### src/design/bspa_pkg.sv
// Package of the bitmap slot pool allocator: field widths and codes.
// Depends on nothing; every other design file but the macro header imports it.
package bspa_pkg;

	localparam int ADDR_W    = 32;
	localparam int OBJ_W     = 16;
	localparam int CNT_W     = 7;
	localparam int OP_W      = 2;
	localparam int STAT_W    = 2;
	localparam int CFG_IDX_W = 2;

	// Operation codes carried in the request word.
	typedef enum logic [OP_W-1:0] {
		OP_INIT  = 2'd0,
		OP_ALLOC = 2'd1,
		OP_FREE  = 2'd2,
		OP_QUERY = 2'd3
	} opcode_t;

	// Result status codes.
	typedef enum logic [STAT_W-1:0] {
		STAT_OK      = 2'd0,
		STAT_NOFREE  = 2'd1,
		STAT_OUTSIDE = 2'd2
	} status_t;

	// Configuration register indexes.
	typedef enum logic [CFG_IDX_W-1:0] {
		CFG_BASE  = 2'd0,
		CFG_OBJ   = 2'd1,
		CFG_COUNT = 2'd2
	} cfg_idx_t;

	// Sequencer states of the top level.
	typedef enum logic [2:0] {
		S_IDLE,
		S_SCAN,
		S_MUL,
		S_ADDR,
		S_DIV,
		S_CHECK,
		S_FLAGS,
		S_OUT
	} state_t;

endpackage

### src/design/bspa_intf.sv
// Channel interfaces of the slot pool allocator: request, response, config write.
// Depends on bspa_pkg for field widths.
interface bspa_req_if;
	import bspa_pkg::*;
	logic                valid;
	logic                ready;
	logic [OP_W-1:0]     opcode;
	logic [ADDR_W-1:0]   pointer;
	modport source (output valid, output opcode, output pointer, input ready);
	modport sink (input valid, input opcode, input pointer, output ready);
endinterface

interface bspa_rsp_if;
	import bspa_pkg::*;
	logic                valid;
	logic                ready;
	logic [ADDR_W-1:0]   address;
	logic [STAT_W-1:0]   status;
	logic                slot_live;
	logic                any_free;
	logic                all_free;
	modport source (output valid, output address, output status, output slot_live,
		output any_free, output all_free, input ready);
	modport sink (input valid, input address, input status, input slot_live,
		input any_free, input all_free, output ready);
endinterface

interface bspa_cfg_if;
	import bspa_pkg::*;
	logic                 valid;
	logic                 ready;
	logic [CFG_IDX_W-1:0] index;
	logic [ADDR_W-1:0]    data;
	modport source (output valid, output index, output data, input ready);
	modport sink (input valid, input index, input data, output ready);
endinterface

### src/design/bspa_div.sv
// Restoring bit-serial divider: 32-bit dividend by 16-bit divisor, one bit a cycle.
// Depends on bspa_pkg for widths.
module bspa_div (
	input  logic                          clk,
	input  logic                          arst_n,
	input  logic                          start,
	input  logic [bspa_pkg::ADDR_W-1:0]   dividend,
	input  logic [bspa_pkg::OBJ_W-1:0]    divisor,
	output logic                          done,
	output logic [bspa_pkg::ADDR_W-1:0]   quotient
);
	import bspa_pkg::*;

	localparam int CW = $clog2(ADDR_W);

	logic              busy_q;
	logic              done_q;
	logic [CW-1:0]     cnt_q;
	logic [ADDR_W-1:0] quo_q;
	logic [OBJ_W-1:0]  rem_q;
	logic [OBJ_W-1:0]  div_q;

	logic [OBJ_W:0]    shifted;
	logic [OBJ_W:0]    diff;
	logic              ge;

	// One trial subtraction of the divisor from the shifted remainder.
	assign shifted = {rem_q, quo_q[ADDR_W-1]};
	assign ge      = shifted >= {1'b0, div_q};
	assign diff    = shifted - {1'b0, div_q};

	// Iteration control.
	always_ff @(posedge clk or negedge arst_n) begin
		if (!arst_n) begin
			busy_q <= 1'b0;
			done_q <= 1'b0;
			cnt_q  <= '0;
		end else begin
			done_q <= 1'b0;
			if (start) begin
				busy_q <= 1'b1;
				cnt_q  <= '0;
			end else if (busy_q) begin
				cnt_q <= cnt_q + 1'b1;
				if (cnt_q == CW'(ADDR_W - 1)) begin
					busy_q <= 1'b0;
					done_q <= 1'b1;
				end
			end
		end
	end

	// Remainder and quotient shift registers.
	always_ff @(posedge clk) begin
		if (start) begin
			quo_q <= dividend;
			rem_q <= '0;
			div_q <= divisor;
		end else if (busy_q) begin
			quo_q <= {quo_q[ADDR_W-2:0], ge};
			rem_q <= ge ? diff[OBJ_W-1:0] : shifted[OBJ_W-1:0];
		end
	end

	assign done     = done_q;
	assign quotient = quo_q;

endmodule

### src/design/bitmap_slot_pool_allocator.sv
// Top level of the bitmap slot pool allocator: sequencer, free map and flag sweep.
// Depends on bspa_pkg, the channel interfaces in bspa_intf.sv and bspa_div.
//
// Usage: one request word (opcode, pointer) enters on req; one response word
// (address, status, slot_live, any_free, all_free) leaves on rsp for each request.
// Configuration registers (base_address, object_bytes, slot_count) are written on
// cfg, which is always ready; write them only while no request is in flight.
// Requests are handled one at a time; req is ready only while the sequencer idles.
// The free map is held in NW = ceil(MAX_SLOTS/32) words. Every request ends with a
// sweep over them for the flags; allocate first scans them for the lowest free slot,
// and free and query first turn the pointer offset into a slot index with the
// 32-step bit-serial divider, which is skipped with a zero slot size.
// The response sits in an output register, so a new request is taken while the
// previous response still waits on a stalled receiver; the sequencer waits in its
// final state only if a second response is ready before the first is taken.
// Reset empties the output register, loads the reset configuration and marks the
// first min(64, MAX_SLOTS) slots free; no clearing pass is needed.
module bitmap_slot_pool_allocator #(
	parameter int MAX_SLOTS = 64
) (
	input  logic       clk,
	input  logic       arst_n,
	bspa_req_if.sink   req,
	bspa_rsp_if.source rsp,
	bspa_cfg_if.sink   cfg
);
	import bspa_pkg::*;

	localparam int W     = (MAX_SLOTS < 32) ? MAX_SLOTS : 32;
	localparam int NW    = (MAX_SLOTS + W - 1) / W;
	localparam int PW    = NW * W;
	localparam int IW    = (PW > 1) ? $clog2(PW) : 1;
	localparam int WIW   = (NW > 1) ? $clog2(NW) : 1;
	localparam int PEW   = (W > 1) ? $clog2(W) : 1;
	localparam int NCW   = $clog2(MAX_SLOTS + 1);
	localparam int CW    = (NCW > CNT_W) ? NCW : CNT_W;
	localparam int RST_N = (MAX_SLOTS < 64) ? MAX_SLOTS : 64;
	localparam logic [PW-1:0] MAP_RST = {PW{1'b1}} >> (PW - RST_N);

	// Configuration registers.
	logic [ADDR_W-1:0] base_q;
	logic [OBJ_W-1:0]  obj_q;
	logic [CNT_W-1:0]  cnt_q;

	// Sequencer and datapath state.
	state_t            state_q, state_n;
	logic [PW-1:0]     map_q;
	logic [WIW-1:0]    wcnt_q;
	opcode_t           op_q;
	status_t           stat_q;
	logic              live_q;
	logic [ADDR_W-1:0] addr_q;
	logic              any_q;
	logic              all_q;
	logic [IW-1:0]     idx_q;
	logic [IW+OBJ_W-1:0] prod_q;

	// Output register.
	logic              out_valid_q;
	logic [ADDR_W-1:0] out_addr_q;
	status_t           out_stat_q;
	logic              out_live_q;
	logic              out_any_q;
	logic              out_all_q;

	// Combinational control and datapath.
	logic              accept;
	logic              is_ptr_op;
	logic              div_start;
	logic              div_done;
	logic [ADDR_W-1:0] quotient;
	logic              out_load;
	logic [CW-1:0]     cnt_ext;
	logic [NCW-1:0]    n_eff;
	logic [PW-1:0]     use_mask;
	logic [W-1:0]      map_word;
	logic [W-1:0]      mask_word;
	logic [W-1:0]      free_word;
	logic              last_word;
	logic              found;
	logic [PEW-1:0]    pos;
	logic [IW-1:0]     alloc_idx;
	logic              idx_outside;
	logic [IW-1:0]     ptr_idx;

	// Effective slot count, clamped to the built capacity.
	assign cnt_ext = CW'(cnt_q);
	always_comb begin
		logic [CW-1:0] clamped;
		clamped = (cnt_ext > CW'(MAX_SLOTS)) ? CW'(MAX_SLOTS) : cnt_ext;
		n_eff   = clamped[NCW-1:0];
	end

	// Mask of the slots in use.
	always_comb begin
		for (int i = 0; i < PW; i++) begin
			use_mask[i] = (i < int'(n_eff));
		end
	end

	// Current word of the map and of the in-use mask.
	assign map_word  = map_q[wcnt_q*W +: W];
	assign mask_word = use_mask[wcnt_q*W +: W];
	assign free_word = map_word & mask_word;
	assign last_word = (wcnt_q == WIW'(NW - 1));

	// Lowest free slot in the current word.
	always_comb begin
		found = 1'b0;
		pos   = '0;
		for (int j = W - 1; j >= 0; j--) begin
			if (free_word[j]) begin
				found = 1'b1;
				pos   = PEW'(j);
			end
		end
	end
	assign alloc_idx = IW'(IW'(wcnt_q) * IW'(W)) + IW'(pos);

	// Slot index derived from the divider quotient.
	assign idx_outside = quotient >= ADDR_W'(n_eff);
	assign ptr_idx     = quotient[IW-1:0];

	assign accept    = req.valid && req.ready;
	assign is_ptr_op = (opcode_t'(req.opcode) == OP_FREE) ||
		(opcode_t'(req.opcode) == OP_QUERY);

	bspa_div u_div (
		.clk      (clk),
		.arst_n   (arst_n),
		.start    (div_start),
		.dividend (req.pointer - base_q),
		.divisor  (obj_q),
		.done     (div_done),
		.quotient (quotient)
	);

	// Next state and control strobes.
	always_comb begin
		state_n   = state_q;
		req.ready = 1'b0;
		div_start = 1'b0;
		out_load  = 1'b0;
		unique case (state_q)
			S_IDLE: begin
				req.ready = 1'b1;
				if (req.valid) begin
					if (is_ptr_op && (obj_q != '0)) begin
						div_start = 1'b1;
						state_n   = S_DIV;
					end else if (opcode_t'(req.opcode) == OP_ALLOC) begin
						state_n = S_SCAN;
					end else begin
						state_n = S_FLAGS;
					end
				end
			end
			S_SCAN: begin
				if (found) begin
					state_n = S_MUL;
				end else if (last_word) begin
					state_n = S_FLAGS;
				end
			end
			S_MUL: begin
				state_n = S_ADDR;
			end
			S_ADDR: begin
				state_n = S_FLAGS;
			end
			S_DIV: begin
				if (div_done) begin
					state_n = S_CHECK;
				end
			end
			S_CHECK: begin
				state_n = S_FLAGS;
			end
			S_FLAGS: begin
				if (last_word) begin
					state_n = S_OUT;
				end
			end
			S_OUT: begin
				if (!out_valid_q || rsp.ready) begin
					out_load = 1'b1;
					state_n  = S_IDLE;
				end
			end
			default: begin
				state_n = S_IDLE;
			end
		endcase
	end

	// State register and word counter.
	always_ff @(posedge clk or negedge arst_n) begin
		if (!arst_n) begin
			state_q <= S_IDLE;
			wcnt_q  <= '0;
		end else begin
			state_q <= state_n;
			if (((state_q == S_SCAN) && !found && !last_word) ||
				((state_q == S_FLAGS) && !last_word)) begin
				wcnt_q <= wcnt_q + 1'b1;
			end else begin
				wcnt_q <= '0;
			end
		end
	end

	// Configuration writes.
	assign cfg.ready = 1'b1;
	always_ff @(posedge clk or negedge arst_n) begin
		if (!arst_n) begin
			base_q <= '0;
			obj_q  <= OBJ_W'(16);
			cnt_q  <= CNT_W'(64);
		end else if (cfg.valid) begin
			unique case (cfg_idx_t'(cfg.index))
				CFG_BASE:  base_q <= cfg.data;
				CFG_OBJ:   obj_q  <= cfg.data[OBJ_W-1:0];
				CFG_COUNT: cnt_q  <= cfg.data[CNT_W-1:0];
				default: ;
			endcase
		end
	end

	// Free map: refill on init, clear on allocate, set on free.
	always_ff @(posedge clk or negedge arst_n) begin
		if (!arst_n) begin
			map_q <= MAP_RST;
		end else begin
			if (accept && (opcode_t'(req.opcode) == OP_INIT)) begin
				map_q <= use_mask;
			end else if ((state_q == S_SCAN) && found) begin
				map_q[alloc_idx] <= 1'b0;
			end else if ((state_q == S_CHECK) && !idx_outside && (op_q == OP_FREE)) begin
				map_q[ptr_idx] <= 1'b1;
			end
		end
	end

	// Per-request result fields.
	always_ff @(posedge clk) begin
		if (accept) begin
			op_q   <= opcode_t'(req.opcode);
			stat_q <= (is_ptr_op && (obj_q == '0)) ? STAT_OUTSIDE : STAT_OK;
			live_q <= 1'b0;
			addr_q <= '0;
			any_q  <= 1'b0;
			all_q  <= 1'b1;
		end else begin
			unique case (state_q)
				S_SCAN: begin
					if (found) begin
						idx_q <= alloc_idx;
					end else if (last_word) begin
						stat_q <= STAT_NOFREE;
					end
				end
				S_MUL: begin
					prod_q <= (IW+OBJ_W)'(idx_q) * (IW+OBJ_W)'(obj_q);
				end
				S_ADDR: begin
					addr_q <= base_q + ADDR_W'(prod_q);
				end
				S_CHECK: begin
					if (idx_outside) begin
						stat_q <= STAT_OUTSIDE;
					end else if (op_q == OP_QUERY) begin
						live_q <= ~map_q[ptr_idx];
					end
				end
				S_FLAGS: begin
					any_q <= any_q | (|free_word);
					all_q <= all_q & (&(map_word | ~mask_word));
				end
				default: ;
			endcase
		end
	end

	// Output register valid.
	always_ff @(posedge clk or negedge arst_n) begin
		if (!arst_n) begin
			out_valid_q <= 1'b0;
		end else if (out_load) begin
			out_valid_q <= 1'b1;
		end else if (rsp.ready) begin
			out_valid_q <= 1'b0;
		end
	end

	// Output register payload.
	always_ff @(posedge clk) begin
		if (out_load) begin
			out_addr_q <= addr_q;
			out_stat_q <= stat_q;
			out_live_q <= live_q;
			out_any_q  <= any_q;
			out_all_q  <= all_q;
		end
	end

	assign rsp.valid     = out_valid_q;
	assign rsp.address   = out_addr_q;
	assign rsp.status    = out_stat_q;
	assign rsp.slot_live = out_live_q;
	assign rsp.any_free  = out_any_q;
	assign rsp.all_free  = out_all_q;

endmodule

### src/flat_wrapper.sv
// flat-port wrapper written by rule: the top's interface ports become plain ports
module bitmap_slot_pool_allocator_flat import bspa_pkg::*;
#(
	parameter int MAX_SLOTS = 64
)
  (clk, arst_n, req_valid, req_opcode, req_pointer, req_ready, rsp_valid, rsp_address, rsp_status, rsp_slot_live, rsp_any_free, rsp_all_free, rsp_ready, cfg_valid, cfg_index, cfg_data, cfg_ready);
  bspa_req_if req_i ();
  bspa_rsp_if rsp_i ();
  bspa_cfg_if cfg_i ();
  input  logic clk;
  input  logic arst_n;
  input wire logic [$bits(req_i.valid)-1:0] req_valid;
  input wire logic [$bits(req_i.opcode)-1:0] req_opcode;
  input wire logic [$bits(req_i.pointer)-1:0] req_pointer;
  output wire logic [$bits(req_i.ready)-1:0] req_ready;
  output wire logic [$bits(rsp_i.valid)-1:0] rsp_valid;
  output wire logic [$bits(rsp_i.address)-1:0] rsp_address;
  output wire logic [$bits(rsp_i.status)-1:0] rsp_status;
  output wire logic [$bits(rsp_i.slot_live)-1:0] rsp_slot_live;
  output wire logic [$bits(rsp_i.any_free)-1:0] rsp_any_free;
  output wire logic [$bits(rsp_i.all_free)-1:0] rsp_all_free;
  input wire logic [$bits(rsp_i.ready)-1:0] rsp_ready;
  input wire logic [$bits(cfg_i.valid)-1:0] cfg_valid;
  input wire logic [$bits(cfg_i.index)-1:0] cfg_index;
  input wire logic [$bits(cfg_i.data)-1:0] cfg_data;
  output wire logic [$bits(cfg_i.ready)-1:0] cfg_ready;
  assign req_i.valid = req_valid;
  assign req_i.opcode = req_opcode;
  assign req_i.pointer = req_pointer;
  assign req_ready = req_i.ready;
  assign rsp_valid = rsp_i.valid;
  assign rsp_address = rsp_i.address;
  assign rsp_status = rsp_i.status;
  assign rsp_slot_live = rsp_i.slot_live;
  assign rsp_any_free = rsp_i.any_free;
  assign rsp_all_free = rsp_i.all_free;
  assign rsp_i.ready = rsp_ready;
  assign cfg_i.valid = cfg_valid;
  assign cfg_i.index = cfg_index;
  assign cfg_i.data = cfg_data;
  assign cfg_ready = cfg_i.ready;
  bitmap_slot_pool_allocator #(.MAX_SLOTS(MAX_SLOTS)) u_core (.clk(clk), .arst_n(arst_n), .req(req_i), .rsp(rsp_i), .cfg(cfg_i));
endmodule
### config.mk
export PLATFORM = sky130hd
export DESIGN_NAME = bitmap_slot_pool_allocator_flat
export DESIGN_NICKNAME = d
export VERILOG_FILES = /design/src/design/bspa_pkg.sv /design/src/design/bspa_intf.sv /design/src/design/bspa_div.sv /design/src/design/bitmap_slot_pool_allocator.sv /design/src/flat_wrapper.sv
export SDC_FILE = /design/constraint.sdc
export NUM_CORES = 1
export LEC_CHECK = 0
export ABC_AREA = 1
export BUFFER_PORTS_ARGS = -buffer_cell sky130_fd_sc_hd__buf_2
export CELL_PAD_IN_SITES_DETAIL_PLACEMENT = 0
export CELL_PAD_IN_SITES_GLOBAL_PLACEMENT = 1
export CORE_ASPECT_RATIO = 0.75
export CORE_MARGIN = 5
export CORE_UTILIZATION = 50
export DETAILED_ROUTE_END_ITERATION = 12
export PLACE_DENSITY = 0.93
export SLEW_MARGIN = 20
export SYNTH_ARGS = -nofsm -noshare
export SYNTH_HDL_FRONTEND = slang
export SYNTH_SLANG_ARGS = --single-unit
### constraint.sdc
create_clock -name clk -period 11.4 [get_ports clk]
set_input_delay 0 -clock clk [delete_from_list [all_inputs] [get_ports clk]]
set_output_delay 0 -clock clk [all_outputs]
set_load 0.05 [all_outputs]
After elaboration in Yosys (flattened, before gate mapping)
Cells that the tools add are included.
W data, S select, Z words.
{"block": "word_totals", "output_inout_bits": 40, "regBits": 299, "wordCells": 288, "in_bits": 73}
{"block": "classes", "n_bitwise": 11, "eq_ne": 23, "mul": 1, "n_mux": 109, "addsub": 6, "shift": 2, "n_reduce_logical": 39, "order_cmp": 71}
{"cell": "$lt A6 B7 Y1 const A", "n": 32}
{"cell": "$mux W64", "n": 3}
{"cell": "$mux W5", "n": 34}
{"cell": "$shiftx A64 B7 Y32", "n": 2}
{"cell": "$lt A5 B7 Y1 const A", "n": 16}
{"cell": "$and A64 B64 Y64", "n": 1}
{"cell": "$mux W32", "n": 2}
{"cell": "$not A64 Y64", "n": 1}
{"cell": "$or A64 B64 Y64", "n": 1}
{"cell": "$lt A4 B7 Y1 const A", "n": 8}
{"cell": "$mux W1", "n": 50}
{"cell": "$add A32 B22 Y32", "n": 1}
{"cell": "$and A32 B32 Y32", "n": 1}
{"cell": "$ge A32 B7 Y1", "n": 1}
{"cell": "$not A32 Y32", "n": 1}
{"cell": "$or A32 B32 Y32", "n": 1}
{"cell": "$reduce_and A32 Y1", "n": 1}
{"cell": "$reduce_or A32 Y1", "n": 1}
{"cell": "$sub A32 B32 Y32", "n": 1}
{"cell": "$lt A3 B7 Y1 const A", "n": 4}
{"cell": "$mux W3", "n": 8}
{"cell": "$mul A6 B16 Y22", "n": 1}
{"cell": "$pmux W3 S7", "n": 1}
{"cell": "$ge A17 B16 Y1", "n": 1}
{"cell": "other kinds (42)", "n": 89}

Depth between registers and ports, before layout
{"block": "depth", "ltp_word": 46, "depth_mapped": 46, "ltp_nobuf": 43}

Hierarchy
A second synthesis with hierarchy kept.
{"block": "unflattened", "cells_unflattened": 2987, "area_unflattened_um2": 22068.7}
{"mod": "bitmap_slot_pool_allocator", "cells_per_inst": 2478, "area_each_um2": 18036.0, "seq_area_each_um2": 5958.2, "instances": 1}
{"mod": "bspa_div", "cells_per_inst": 509, "area_each_um2": 4032.6, "seq_area_each_um2": 1936.9, "instances": 1}

Worst setup path before layout
No wires, ideal clock.
{"block": "synth_timing", "path_kind": "reg2reg", "start": "register u_core.idx_q[5]", "end": "register u_core.prod_q[20] (data pin)", "slack_ps": 6286, "setup_time_ps": 257, "synth_period_minus_slack_ps": 5114, "required_ps": 11143, "path_stages_with_launch": 27, "arrival_time_ps": 4857, "path_buffers": 2, "path_cell_list": "edfxtp_1 -> clkbuf_1 -> clkbuf_1 -> nand2_1 -> fa_1 -> fa_1 -> fa_1 -> inv_1 -> ha_1 -> a21oi_1 -> nand2_1 -> a21o_1 -> a21oi_1 -> o21ai_0 -> a21oi_1 -> o21bai_1 -> nand2_1 -> nand2_1 -> a21oi_1 -> o21ai_0 -> a21oi_1 -> inv_1 -> a21oi_1 -> nor2_1 -> o21ai_0 -> nand2_1 -> xor2_1"}
{"block": "synth_via", "elab_chain_cells": 1}
{"item": "start, declared", "line": "bitmap_slot_pool_allocator.sv:55", "rtl": "logic [IW-1:0] idx_q;"}
{"item": "start signal, assigned", "line": "bitmap_slot_pool_allocator.sv:257", "rtl": "idx_q <= alloc_idx;"}
{"item": "$mul A6 B16 Y22", "line": "bitmap_slot_pool_allocator.sv:263", "rtl": "prod_q <= (IW+OBJ_W)'(idx_q) * (IW+OBJ_W)'(obj_q);"}
{"item": "end signal, assigned", "line": "bitmap_slot_pool_allocator.sv:263"}
{"item": "end, declared", "line": "bitmap_slot_pool_allocator.sv:56", "rtl": "logic [IW+OBJ_W-1:0] prod_q;"}
No other way between the ends.
A chain may end at the register's enable or synchronous reset.

Worst setup path in the final report
{"block": "layout_timing", "start": "register u_core.cnt_q[6], in the netlist u_core.cnt_ext[6]", "end": "register u_core.map_q[60]"}
{"block": "layout_via", "elab_chain_cells": 46, "elab_cells_between_ends": 148, "cone_classes": "add/sub: 1; order compare: 68; shift: 1; mux: 69; bitwise: 3; reduce/logical: 6"}
{"item": "start, declared", "line": "bitmap_slot_pool_allocator.sv:43", "rtl": "logic [CNT_W-1:0] cnt_q;"}
{"item": "start signal, assigned", "line": "bitmap_slot_pool_allocator.sv:223", "rtl": "CFG_COUNT: cnt_q <= cfg.data[CNT_W-1:0];"}
{"item": "$gt A7 B7 Y1", "line": "bitmap_slot_pool_allocator.sv:90", "rtl": "clamped = (cnt_ext > CW'(MAX_SLOTS)) ? CW'(MAX_SLOTS) : cnt_ext;"}
{"item": "$mux W7 *", "line": "bitmap_slot_pool_allocator.sv:90"}
{"item": "$lt A5 B7 Y1 / $lt A6 B7 Y1 (equally long branches)", "line": "bitmap_slot_pool_allocator.sv:97", "rtl": "use_mask[i] = (i < int'(n_eff));"}
{"item": "$shiftx A64 B7 Y32", "line": "bitmap_slot_pool_allocator.sv:103", "rtl": "assign mask_word = use_mask[wcnt_q*W +: W];"}
{"item": "$and A32 B32 Y32", "line": "bitmap_slot_pool_allocator.sv:104", "rtl": "assign free_word = map_word & mask_word;"}
{"item": "$mux W5 (32 in a row)", "line": "bitmap_slot_pool_allocator.sv:112", "rtl": "if (free_word[j]) begin"}
{"item": "$add A6 B5 Y6", "line": "bitmap_slot_pool_allocator.sv:118", "rtl": "assign alloc_idx = IW'(IW'(wcnt_q) * IW'(W)) + IW'(pos);"}
{"item": "$lt A6 B7 Y1 (not written as such) / $ge A6 B1 Y1 (equally long branches)", "line": "bitmap_slot_pool_allocator.sv:237", "rtl": "map_q[alloc_idx] <= 1'b0;"}
{"item": "$logic_and A1 B1 Y1 (not written as such)", "line": "bitmap_slot_pool_allocator.sv:237"}
{"item": "$mux W1 (not written as such)", "line": "bitmap_slot_pool_allocator.sv:237"}
{"item": "$demux W1 S6"}
{"item": "$not A64 Y64 (no source line)"}
{"item": "$and A64 B64 Y64 (no source line)"}
{"item": "$mux W64", "line": "bitmap_slot_pool_allocator.sv:236", "rtl": "end else if ((state_q == S_SCAN) && found) begin"}
{"item": "$mux W64", "line": "bitmap_slot_pool_allocator.sv:234", "rtl": "if (accept && (opcode_t'(req.opcode) == OP_INIT)) begin"}
{"item": "end signal, assigned", "line": "bitmap_slot_pool_allocator.sv:235", "rtl": "map_q <= use_mask;"}
{"item": "end, declared", "line": "bitmap_slot_pool_allocator.sv:47", "rtl": "logic [PW-1:0] map_q;"}
Every way passes the cells marked *; elsewhere a longest branch is shown, timed or not.

==> results.cfg <==
[outcome]
status = finished clean

[pwr]
power_frac_comb_pct = 54.6
clockPowerShare_pct = 15.5
p_sw_mw = 3.476
total_power_mw = 7.096
p_per_area_nw_per_um2 = 300.8
power.share.sequential_pct = 29.9
switching_share_pct = 48.99
p_int_mw = 3.620
leakagePower_nw = 11.13
peakVddDrop_mv = 0.1349

[layout]
register_area_um2 = 7896
fill_cells = 3859
final_util_pct = 56.32
nets = 3064
multi_input_area_um2 = 11210
drive_gt1_share_pct = 11.17
syn_to_final_growth_pct = 11.97
num_antenna_cells = 0
final_cells = 3417

[die]
dieHeight_um = 187.8
start_util_pct = 50.30
fp.dieW_um = 247.0
std_cell_rows = 65
io-pin-count = 113
coreArea_um2 = 41880
dieArea_um2 = 46380

[detailed_routing]
route.detailed.drc = 0
drt_iter0_drc = 2256
routedWlPerCell_um = 20.70
firstDrtPassIters = 6
postRouteAntennaNets = 0
routed_wirelength_mm = 70.73
via_per_inst = 5.784
vias = 19765

[cts]
cts_htree_levels = 2
clk_path_buf_depth = 3
clock_sinks = 299
clock_latency_ps = 530
cts_resized = 0
clockRootBuffer = clkbuf_16
cts_setup_buffers = 0
clkTransAtPathRegs_ps = 60
cts_buffers = 34
cts_tree = built

[yosys]
syn_inst = 2729
synth_edf_count = 117
synth-seq-cells = 299
synth_fp_nets = 2970
yosysSeqAreaShare_pct = 37.47
synth_warnings = 0
postSynthAreaPerCell_um2 = 7.720
synth_top_flop_cell = edfxtp_1
async_reset_ff_share_pct = 43.81
netlist_area_um2 = 21070
synthDistinctLibCells = 63

[timing]
period_minus_slack_ps = 6050
setup_viol = 0
period_share_pct = 53.07
clock.fmax_mhz = 165.3
slew_viol_final = 0
rsz0062_at_grt = no
tightest_slew_ps = 1099
maxSlewHeadroom_pct = 25.77
fin_tns_setup_ps = 0
hold_violations = 0
fin_skew_ps = 20.05

[global_route]
grt_pass1_wl_mm = 107.5
grt_antenna_before_repair = 1
grt_max_degree = 86
overflow = 0
track_usage_pct = 29.77
grt_pass1_vias = 18613

[placed_design]
place.detailed.hpwl_mm = 52.44
placed_cells = 3319
numPortBuffers = 111
place_congestion = 1.056

[run]
drv_cap = 0

[worst_hold_path]
holdCritPathClass = in2reg

[critical_path]
critical_path_class = reg2reg
worst-path-max-fanout = 57
arrival_ps = 6500
start_kind = register
worst_ep_required_time_ps = 11850
end_kind = register
stage by stage:
step	hold slack [ps]	area [µm²]	setup WS [ps]
6_report	18.76	23590	5350
5_1_grt	37.40	23590	5078
4_1_cts	9.799	23590	5543
3_5_place_dp	151.9	22120	5560
3_3_place_gp	146.7	22120	5563
2_1_floorplan	-295.6	21070	6286
cell usage in the layout, fill, tap and decap left out, types with 52 or more instances in the layout:
| cell type | netlist | layout |
|---|---|---|
| dfstp_2 | 66 | 66 |
| a21oi_1 | 195 | 195 |
| inv_1 | 399 | 399 |
| edfxtp_1 | 117 | 117 |
| o21ai_1 | 61 | 61 |
| nand2_1 | 644 | 643 |
| dfrtp_1 | 65 | 64 |
| fa_1 | 60 | 60 |
| buf_2 | 15 | 110 |
| nand3_1 | 114 | 113 |
| xor2_1 | 52 | 52 |
| nor2_1 | 161 | 159 |
| ha_1 | 108 | 108 |
| o21ai_0 | 194 | 194 |
state kept, by name (all words and copies together), names as in the netlist, 3 cells and up:
register               flops
u_core.map_q              64
u_core.addr_q             32
u_core.base_q             32
u_core.rsp.address        32
u_core.u_div.quotient     32
u_core.prod_q             22
u_core.obj_q              16
u_core.u_div.div_q        16
u_core.u_div.rem_q        16
u_core.cnt_ext             7
u_core.idx_q               6
u_core.u_div.cnt_q         5
u_core.state_q             3
worst max-delay path, cell delays in order, from the launching register on:
cell and delay, ps:
dfstp_2 670, inv_4 140, nand2_4 100, inv_2 50
nor2_1 150, nand2_1 110, nand2_1 420, o21ai_0 410
o21ai_1 390, inv_1 70, nand2_1 80, nand2_1 70
nor2_1 280, nand2_1 140, nor2_1 110, nand2_1 140
inv_2 100, nor2_4 90, inv_2 790, nand2_2 400
inv_2 880, nor2_1 100, o21ai_1 120, nand3_1 100
kinds of logic after synthesis:
family	count (synthesis)	share of synthesized area, %
simple gates	1014	20.18
compound gates	635	16.99
buf+inv	529	9.752
flops	299	37.47
fa+ha+maj	168	12.12
xor+xnor	80	3.326
mux	3	0.1485
other cells	1	0.01780
power by group through the flow:
stage	clock (mW)	combinational (mW)	sequential, mW
after floorplan	0	2.72	2.02
after global placement	0	3.66	2.11
after detailed placement	0	3.75	2.12
after CTS	1.11	3.78	2.11
after global routing	1.16	4.27	2.16
final	1.10	3.87	2.13
cell type report:
cell class	instances	area share, %
Clock buffer	49	4.233
Clock inverter	12	0.4084
Inverter	414	6.598
Multi-Input combinational cell	1901	47.52
Sequential cell	299	33.47
Tap cell	569	3.018
Timing Repair Buffer	173	4.747
synthesized netlist by cell type, types with 8 or more instances:
cell | number | area (µm²)
nand2_1 | 644 | 2417
inv_1 | 399 | 1498
a21oi_1 | 195 | 975.9
o21ai_0 | 194 | 970.9
nor2_1 | 161 | 604.3
edfxtp_1 | 117 | 3513
nand3_1 | 114 | 570.6
ha_1 | 108 | 1351
clkbuf_1 | 87 | 326.6
dfstp_2 | 66 | 1734
dfrtp_1 | 65 | 1627
o21ai_1 | 61 | 305.3
fa_1 | 60 | 1201
xor2_1 | 52 | 455.4
dfxtp_1 | 51 | 1021
o22ai_1 | 43 | 269.0
a31oi_1 | 42 | 262.8
o21bai_1 | 37 | 277.8
nor3_1 | 30 | 150.1
xnor2_1 | 28 | 245.2
buf_2 | 15 | 75.07
nand4_1 | 15 | 93.84
nor4_1 | 13 | 81.33
o31ai_1 | 10 | 75.07
inv_2 | 9 | 33.78
o41ai_1 | 9 | 78.83
o211ai_1 | 8 | 60.06
metal layers:
layer | vias to the layer above | part of all wire (%) | global-route usage (%)
li1 | 9172 | - | -
met5 | - | 0 | 0
met1 | 9401 | 44 | 44.90
met2 | 1036 | 39 | 39.64
met4 | 0 | 3.4 | 8.966
met3 | 156 | 13 | 10.86
timing repair:
item,CTS,global route
endpoints found under the hold margin,126,0
setup endpoints to repair,0,0
hold buffers,37,0
final timing paths:
kind / cells after the start / end / slack (ps) / start
min in group asynchronous: 2 / u_core.base_q[1] / 160 / arst_n
max: 23 / u_core.map_q[60] / 5350 / u_core.cnt_ext[6]
max in group asynchronous: 3 / u_core.last_word / 9940 / arst_n
max reg2reg: 23 / u_core.map_q[60] / 5350 / u_core.cnt_ext[6]
min: 4 / u_core.u_div.quotient[0] / 20 / req_pointer[0]
min reg2reg: 0 / u_core.rsp.status[1] / 420 / u_core.stat_q[1]
No activity file was read; power rests on OpenSTA's default activity.
